## config.mk

```make
export PLATFORM = sky130hd
export DESIGN_NAME = nru_ctrl
export DESIGN_NICKNAME = d
export VERILOG_FILES = /design/src/nru_pkg.sv /design/src/nru_ctrl.sv
export SDC_FILE = /design/constraint.sdc
export NUM_CORES = 1
export LEC_CHECK = 0
export ABC_AREA = 0
export BUFFER_PORTS_ARGS = -buffer_cell sky130_fd_sc_hd__buf_4
export CAP_MARGIN = 10
export CORE_AREA = 2 2 39 41
export DETAILED_ROUTE_END_ITERATION = 6
export DIE_AREA = 0 0 41 43
export GPL_TIMING_DRIVEN = 0
export SLEW_MARGIN = 5
export SYNTH_ARGS = -nofsm -noshare
export SYNTH_HDL_FRONTEND = slang
export SYNTH_SLANG_ARGS = --single-unit
```

## constraint.sdc

```tcl
create_clock -name clock -period 1.7 [get_ports clock]
set_input_delay 0.085 -clock clock [delete_from_list [all_inputs] [get_ports clock]]
set_output_delay 0.085 -clock clock [all_outputs]
set_load 0.05 [all_outputs]
```

## src/nru_pkg.sv

```systemverilog
package nru_pkg;

   // table geometry
   localparam int PAGE_COUNT = 4096;
   localparam int OWNER_BITS = 10;
   localparam int ADDR_BITS  = (PAGE_COUNT > 1) ? $clog2(PAGE_COUNT) : 1;

   // fixed widths of the request and response fields
   localparam int PAGE_FIELD_BITS  = 12;
   localparam int OWNER_FIELD_BITS = 10;
   localparam int CLASS_BITS       = 2;

   localparam logic [ADDR_BITS-1:0] LAST_PAGE = ADDR_BITS'(PAGE_COUNT - 1);

   // victim class codes
   localparam logic [CLASS_BITS-1:0] CLASS_NONE  = 2'd0;
   localparam logic [CLASS_BITS-1:0] CLASS_MOD   = 2'd1;
   localparam logic [CLASS_BITS-1:0] CLASS_REF   = 2'd2;
   localparam logic [CLASS_BITS-1:0] CLASS_BOTH  = 2'd3;

   // request mode codes
   localparam logic MODE_ACCESS  = 1'b0;
   localparam logic MODE_COLLECT = 1'b1;

   // one page table entry
   typedef struct packed {
      logic [OWNER_BITS-1:0] owner;
      logic                  ref_bit;
      logic                  mod_bit;
   } entry_type;

   localparam int ENTRY_BITS = $bits(entry_type);

   typedef enum logic [2:0] {
      ST_CLEAR,
      ST_IDLE,
      ST_ACC,
      ST_SCAN,
      ST_PICK,
      ST_OUT
   } state_type;

   // controller to datapath
   typedef struct packed {
      logic clear_step;
      logic load_req;
      logic acc_eval;
      logic scan_step;
      logic reclaim;
      logic load_out;
   } cmd_type;

   // datapath to controller
   typedef struct packed {
      logic req_bad;
      logic clear_last;
      logic scan_hit1;
      logic scan_last;
      logic out_free;
   } status_type;

endpackage

```

## src/nru_ctrl.sv

```systemverilog
module nru_ctrl (
   input  logic                clock,
   input  logic                reset,
   input  logic                req_valid,
   input  logic                req_mode,
   output logic                req_stall,
   input  nru_pkg::status_type status,
   output nru_pkg::cmd_type    cmd
);
   import nru_pkg::*;

   state_type state_ff, state_in;

   // next state
   always_comb begin
      state_in = state_ff;
      unique case (state_ff)
         ST_CLEAR: begin
            if (status.clear_last) state_in = ST_IDLE;
         end
         ST_IDLE: begin
            if (req_valid) begin
               if (req_mode == MODE_COLLECT) state_in = ST_SCAN;
               else if (status.req_bad)      state_in = ST_OUT;
               else                          state_in = ST_ACC;
            end
         end
         ST_ACC: begin
            state_in = ST_OUT;
         end
         ST_SCAN: begin
            if (status.scan_hit1 || status.scan_last) state_in = ST_PICK;
         end
         ST_PICK: begin
            state_in = ST_OUT;
         end
         ST_OUT: begin
            if (status.out_free) state_in = ST_IDLE;
         end
         default: state_in = ST_CLEAR;
      endcase
   end

   // outputs
   always_comb begin
      cmd       = '0;
      req_stall = 1'b1;
      unique case (state_ff)
         ST_CLEAR: cmd.clear_step = 1'b1;
         ST_IDLE: begin
            req_stall    = 1'b0;
            cmd.load_req = req_valid;
         end
         ST_ACC:   cmd.acc_eval  = 1'b1;
         ST_SCAN:  cmd.scan_step = 1'b1;
         ST_PICK:  cmd.reclaim   = 1'b1;
         ST_OUT:   cmd.load_out  = status.out_free;
         default:  cmd = '0;
      endcase
   end

   always_ff @(posedge clock) begin
      if (reset) begin
         state_ff <= ST_CLEAR;
      end else begin
         state_ff <= state_in;
      end
   end

   // every reset starts a fresh clearing pass
   a_reset_clears: assert property (@(posedge clock) reset |=> state_ff == ST_CLEAR)
      else $error("controller did not enter clearing pass after reset");

endmodule

```

==> flow_summary_export.csv, run 1 <==
group,metric,value,unit
synth,synth_xor_area_share,0,%
clock_network,clkTransAtPathRegs,30,ps
route,drt_pass1_iterations,2,
power_and_ir_drop,comb_power_share,46.2,%
synth,netlist-cell-type-count,23,
outcome,outcome,"finished clean",
flow_run,cap_viol_max_count,0,
clock_network,cts.sinks,3,
synth,syn_avg_cell_area,8.68,um^2
power_and_ir_drop,p_leak,0.206,nW
layout,final_nets,63,
setup_path,max_stage_delay,500,ps
power_and_ir_drop,powerDensity,873,mW/mm^2
floorplanning,die_y,43,um
layout,multi_input_area,228,um^2
clock_network,ctsResizeCount,0,
layout,syn_to_final_growth,55.5,%
hold_path,hold_class,"input pin to flop",
route,vias_per_cell,4.54,
synth,netlist_instances,34,
synth,seq_area_frac_synth,20.3,%
layout,top_register,"state_ff",
synth,synthSimpleGateAreaFrac,44.5,%
sta,finalSetupViolCount,0,
layout,largest_reg_flops,3,
setup_path,path_buf_inv,1,
setup_path,crit_type,"flop to output pin",
setup_path,cpMaxStageDelayCell,"dfxtp_1",
clock_network,postCtsSetupBuffers,0,
synth,synth_compound_area_share,27.1,%
global_routing,grt_remaining_overflow,0,
floorplanning,start_util,21.3,%
sta,setup_ws,266,ps
sta,rsz0062_at_grt,"false",
layout,drive_gt1_share,47.2,%
global_routing,first_global_vias,324,
route,dr.first_iter.drc_count,2,
clock_network,htree_levels,1,
global_routing,grtUsageTotal,9.53,%
sta,max_freq,0.697,GHz
power_and_ir_drop,p_total,0.401,mW
route,ant_nets,0,
power_and_ir_drop,clockPowerShare,30.4,%
floorplanning,dieWidth,41,um
global_routing,grt_antenna_before_repair,0,
setup_path,crit_path_start_kind,"flop",
synth,synth_top_family_by_area,"simple AND/OR/NAND/NOR gates",
layout,nFillCells,159,
floorplanning,coreArea,0.00138,mm^2
setup_path,critPathMaxFanout,10,
clock_network,root_buffer,"clkbuf_4",
clock_network,numCtsBuffers,3,
placement,pre_cts_slack,357,ps
sta,tightest_slew,323,ps
setup_path,crit_family,"flip-flops",
sta,max_slew_margin,78.4,%
global_routing,grt_max_degree,11,
power_and_ir_drop,intPower,0.242,mW
clock_network,cts_buffer_depth,2,
synth,synth_mux_area_share,3.81,%
power_and_ir_drop,p_sw,0.159,mW
power_and_ir_drop,vdd_ir_drop_max,0.304,mV
sta,setup_tns,0,ps
synth,ys_ff_latch,3,
sta,final_max_slew_viol_count,0,
synth,synth_nets,43,
floorplanning,ios,16,
synth,ys_warn_count,0,
clock_network,cts_tree,"built",
floorplanning,core.rowCount,14,
sta,hold_violations,0,
layout,n_antenna_cell,0,
layout,layout.area.seq,60.1,um^2
route,wl_per_cell,10.5,um
setup_path,path_cells,"nor3b_2 -> and2_1 -> buf_4",
route,drc_errors,0,
route,vias,313,
clock_network,postCtsHoldBufs,0,
layout,reg_top3,"state_ff (3)",
sta,min_period,1430,ps
sta,fin_skew,0.358,ps
sta,finalCritPeriodShare,84.3,%
synth,synth_adder_area_share,0,%
global_routing,grt_pass1_wl,1160,um
power_and_ir_drop,sw_frac_of_total,39.7,%
setup_path,worstPathArrival,1350,ps
power_and_ir_drop,seqPwrFrac,23.4,%
placement,dp_hpwl,577,um
placement,globalplace.congestion,0.728,
placement,port_buffers,15,
setup_path,required,1620,ps
setup_path,end_kind,"output pin",
route,drt_wl_total,724,um
synth,netlist_area,295,um^2
clock_network,clock_latency,230,ps
floorplanning,dieArea,0.00176,mm^2
[Yosys cell counts]
library cell	count	area share [%]
buf_2	1	1.7
or3_1	1	2.1
o2bb2a_4	1	6.8
and2b_1	1	2.5
and3b_4	1	4.2
a211oi_1	1	2.5
nor2b_1	1	2.1
nor2_1	4	5.1
inv_1	2	2.5
o22a_1	1	3.0
nand2_1	1	1.3
a2111oi_2	1	5.1
a21oi_1	1	1.7
and2_1	2	4.2
a32oi_1	1	3.0
mux2_1	1	3.8
nor4bb_1	1	3.4
nor3b_2	1	4.2
nor3_1	3	5.1
nand4bb_1	1	3.8
a221oi_2	1	5.1
dfxtp_1	3	20
nand2b_1	3	6.4
[worst reg2reg max path, cell delays in order, from the launching register on]
cell	delay [ps]
dfxtp_1	380
mux2_1	350
o2bb2a_4	230
a2111oi_2	280
[per-layer routing]
| layer | GRT usage, % | routed length (um) | vias up | part of all wire [%] |
|---|---|---|---|---|
| met2 | 14.7 | 371 | 7 | 51 |
| met1 | 11.5 | 311 | 141 | 43 |
| li1 | - | - | 165 | - |
| met5 | 0 | 0 | - | 0 |
| met4 | 6.00 | 0 | 0 | 0 |
| met3 | 1.57 | 41 | 0 | 5.7 |
[cells by family (layout without fill, tap and decap cells)]
logic type	Yosys count	after routing
mux	1	1
buf+inv	3	22
flops	3	3
compound gates	7	7
simple gates	20	20
[through the flow]
stage / utilization, % / area [um^2] / hold slack (ps) / instances
CTS: 33.2 / 459 / 32.4 / 69
detailed placement: 31.3 / 433 / 281 / 65
global placement: 31.3 / 433 / 280 / 65
finish: 33.2 / 459 / 43.7 / 69
floorplan: - / 300 / 151 / 34
global route: 33.2 / 459 / 48.2 / 69
[layout by cell type, fill, tap and decap left out]
cell	count
and2b_1	1
nor2_1	4
buf_2	1
a32oi_1	1
clkbuf_4	3
and2_1	2
nand2_1	1
nor3_2	1
nor3b_2	1
or3_1	1
o2bb2a_4	1
clkbuf_1	1
and3b_4	1
buf_4	15
nor3_1	2
dfxtp_1	3
a21oi_1	1
inv_1	2
a211oi_1	1
nand2b_1	3
o22a_1	1
a221oi_2	1
nand4bb_1	1
mux2_1	1
nor2b_1	1
a2111oi_2	1
nor4bb_1	1
[power groups by stage]
stage,logic [mW],clock network [mW],registers [mW]
3_3_place_gp,0.186,0,0.0941
3_5_place_dp,0.187,0,0.0942
5_1_grt,0.198,0.131,0.0945
6_report,0.185,0.122,0.0938
4_1_cts,0.187,0.131,0.0937
2_1_floorplan,0.134,0,0.0899
[area by class of cell]
type,instances,share of cell area (%)
well taps,16,4.36
multi-input cells,28,49.6
inverters,2,1.63
plain buffers,1,1.09
flip-flops and latches,3,13.1
clock buffers,4,5.72
repair buffers,15,24.5
[worst paths after layout]
check | startpoint | to | slack [ps] | cells past startpoint
setup / recovery | state_ff[0] | cmd[4] | 270 | 3
hold / removal | reset | state_ff[0] | 40 | 2
setup reg to reg | state_ff[2] | state_ff[2] | 350 | 3
hold reg to reg | state_ff[0] | state_ff[0] | 770 | 2
(Power assumes the default switching activity.)
==> inputs of run 2 (changes only) <==
==> constraint.sdc (replaced) <==
create_clock -name clock -period 1.2 [get_ports clock]
set_input_delay 0.06 -clock clock [delete_from_list [all_inputs] [get_ports clock]]
set_output_delay 0.06 -clock clock [all_outputs]
set_load 0.05 [all_outputs]
==> flow_summary_export.csv, run 2 (synthesis gave the netlist of run 1 again) <==
group,metric,value,unit
outcome,outcome,"finished with violations",
outcome,violations,"negative setup slack",
floorplanning,dieWidth,41,um
layout,n_antenna_cell,0,
layout,final_common_cell,"buf_4",
sta,min_period,1280,ps
placement,port_buffers,15,
clock_network,numCtsBuffers,3,
floorplanning,start_util,21.3,%
setup_path,end_kind,"output pin",
setup_path,crit_path_start_kind,"flop",
setup_path,required,1140,ps
setup_path,crit_type,"flop to output pin",
global_routing,grt_pass1_wl,1200,um
global_routing,grt_remaining_overflow,0,
route,drt_pass1_iterations,2,
floorplanning,coreArea,0.00138,mm^2
sta,setup_ws,-75.8,ps
route,wl_per_cell,10.7,um
clock_network,cts_tree,"built",
setup_path,path_cells,"buf_6 -> nor3b_4 -> and2_4 -> buf_8",
route,vias,329,
global_routing,first_global_vias,328,
route,highest_layer,"met3",
sta,tightest_slew,313,ps
layout,final_cell_mix,"12 x buf_4, 5 x buf_6, 3 x nand2b_1, 3 x clkbuf_4, 3 x dfxtp_4",
layout,reg_top3,"state_ff (3)",
floorplanning,ios,16,
floorplanning,core.rowCount,14,
layout,drive_gt1_share,66.7,%
layout,top_register,"state_ff",
route,ant_nets,0,
layout,syn_to_final_growth,94.1,%
route,vias_per_cell,4.51,
route,drt_wl_total,779,um
power_and_ir_drop,p_leak,0.247,nW
sta,hold_violations,0,
sta,setup_tns,-194,ps
sta,finalSetupViolCount,3,
setup_path,cpMaxStageDelayCell,"dfxtp_4",
global_routing,grtUsageTotal,9.94,%
sta,fin_skew,1.17,ps
route,drc_errors,0,
sta,max_freq,0.784,GHz
route,wl_met3,33,um
setup_path,path_buf_inv,2,
placement,globalplace.congestion,0.719,
power_and_ir_drop,p_total,0.663,mW
hold_path,hold_class,"input pin to flop",
sta,rsz0062_at_grt,"true",
layout,final_nets,67,
global_routing,grt_max_degree,11,
clock_network,htree_levels,1,
layout,final_util,41.4,%
floorplanning,die_y,43,um
sta,final_max_slew_viol_count,0,
route,dr.first_iter.drc_count,4,
sta,finalCritPeriodShare,106,%
placement,dp_hpwl,592,um
power_and_ir_drop,vdd_ir_drop_max,0.463,mV
route,wl_met1,348,um
layout,largest_reg_flops,3,
clock_network,cts.sinks,3,
setup_path,worstPathArrival,1220,ps
setup_path,crit_family,"simple AND/OR/NAND/NOR gates",
power_and_ir_drop,powerDensity,1160,mW/mm^2
layout,fin_area,573,um^2
floorplanning,dieArea,0.00176,mm^2
placement,place_area,449,um^2
sta,max_slew_margin,78.9,%
setup_path,critPathMaxFanout,6,
clock_network,root_buffer,"clkbuf_4",
clock_network,cts_buffer_depth,2,
global_routing,grt_antenna_before_repair,0,
flow_run,cap_viol_max_count,0,
clock_network,clkTransAtPathRegs,40,ps
clock_network,clock_latency,230,ps
route,dr_wl_met2,397,um
setup_path,max_stage_delay,350,ps
==> run 2: stage by stage <==
stage | setup WS, ps | hold slack, ps | instances
final | -75.8 | 100 | 73
after global routing | -139 | 98.3 | 73
after CTS | -105 | 92.6 | 73
after detailed placement | -139 | 245 | 65
after global placement | -140 | 247 | 65
after floorplan | -72.5 | 117 | 34
==> run 2: tightest hold or removal path: stages <==
cell	delay, ps
buf_4	120
inv_1	60
a221oi_2	50
==> run 2: area by class of cell <==
class	instances	area [um^2]
fill	141	811
sequential	3	71.3
multi-input combinational	28	262
timing repair buffer	19	175
buffer	1	11.3
clock buffer	4	26.3
tap	16	20.0
inverter	2	7.51
==> run 2: path summary, 6_finish.rpt <==
| path | start | to | slack [ps] | cells past startpoint |
|---|---|---|---|---|
| setup reg to reg | state_ff[2] | state_ff[2] | -70 | 3 |
| setup / recovery | state_ff[2] | cmd[4] | -80 | 4 |
| hold reg to reg | state_ff[0] | state_ff[0] | 690 | 2 |
| hold / removal | status[3] | state_ff[0] | 100 | 3 |
==> run 2: what timing repair did <==
action                                  CTS  global route
hold endpoints to repair                  1             0
setup buffers                             3             0
gates resized for setup                  12             7
endpoints found under the setup margin    8             8
pin swaps                                 2             4
cloned                                    0             0
hold buffers                              1             0
==> run 2: layer usage <==
layer  vias up  global-route usage, %
met3         0                   2.09
met1       147                   11.9
met2         6                   15.3
met5         -                      0
li1        176                      -
met4         0                   6.00
==> run 2: power breakdown <==
| part | internal [mW] | switching (mW) | total (mW) |
|---|---|---|---|
| Clock | 0.125 | 0.0508 | 0.175 |
| Sequential | 0.114 | 0.0268 | 0.140 |
| Combinational | 0.172 | 0.175 | 0.347 |
| Total | 0.410 | 0.253 | 0.663 |
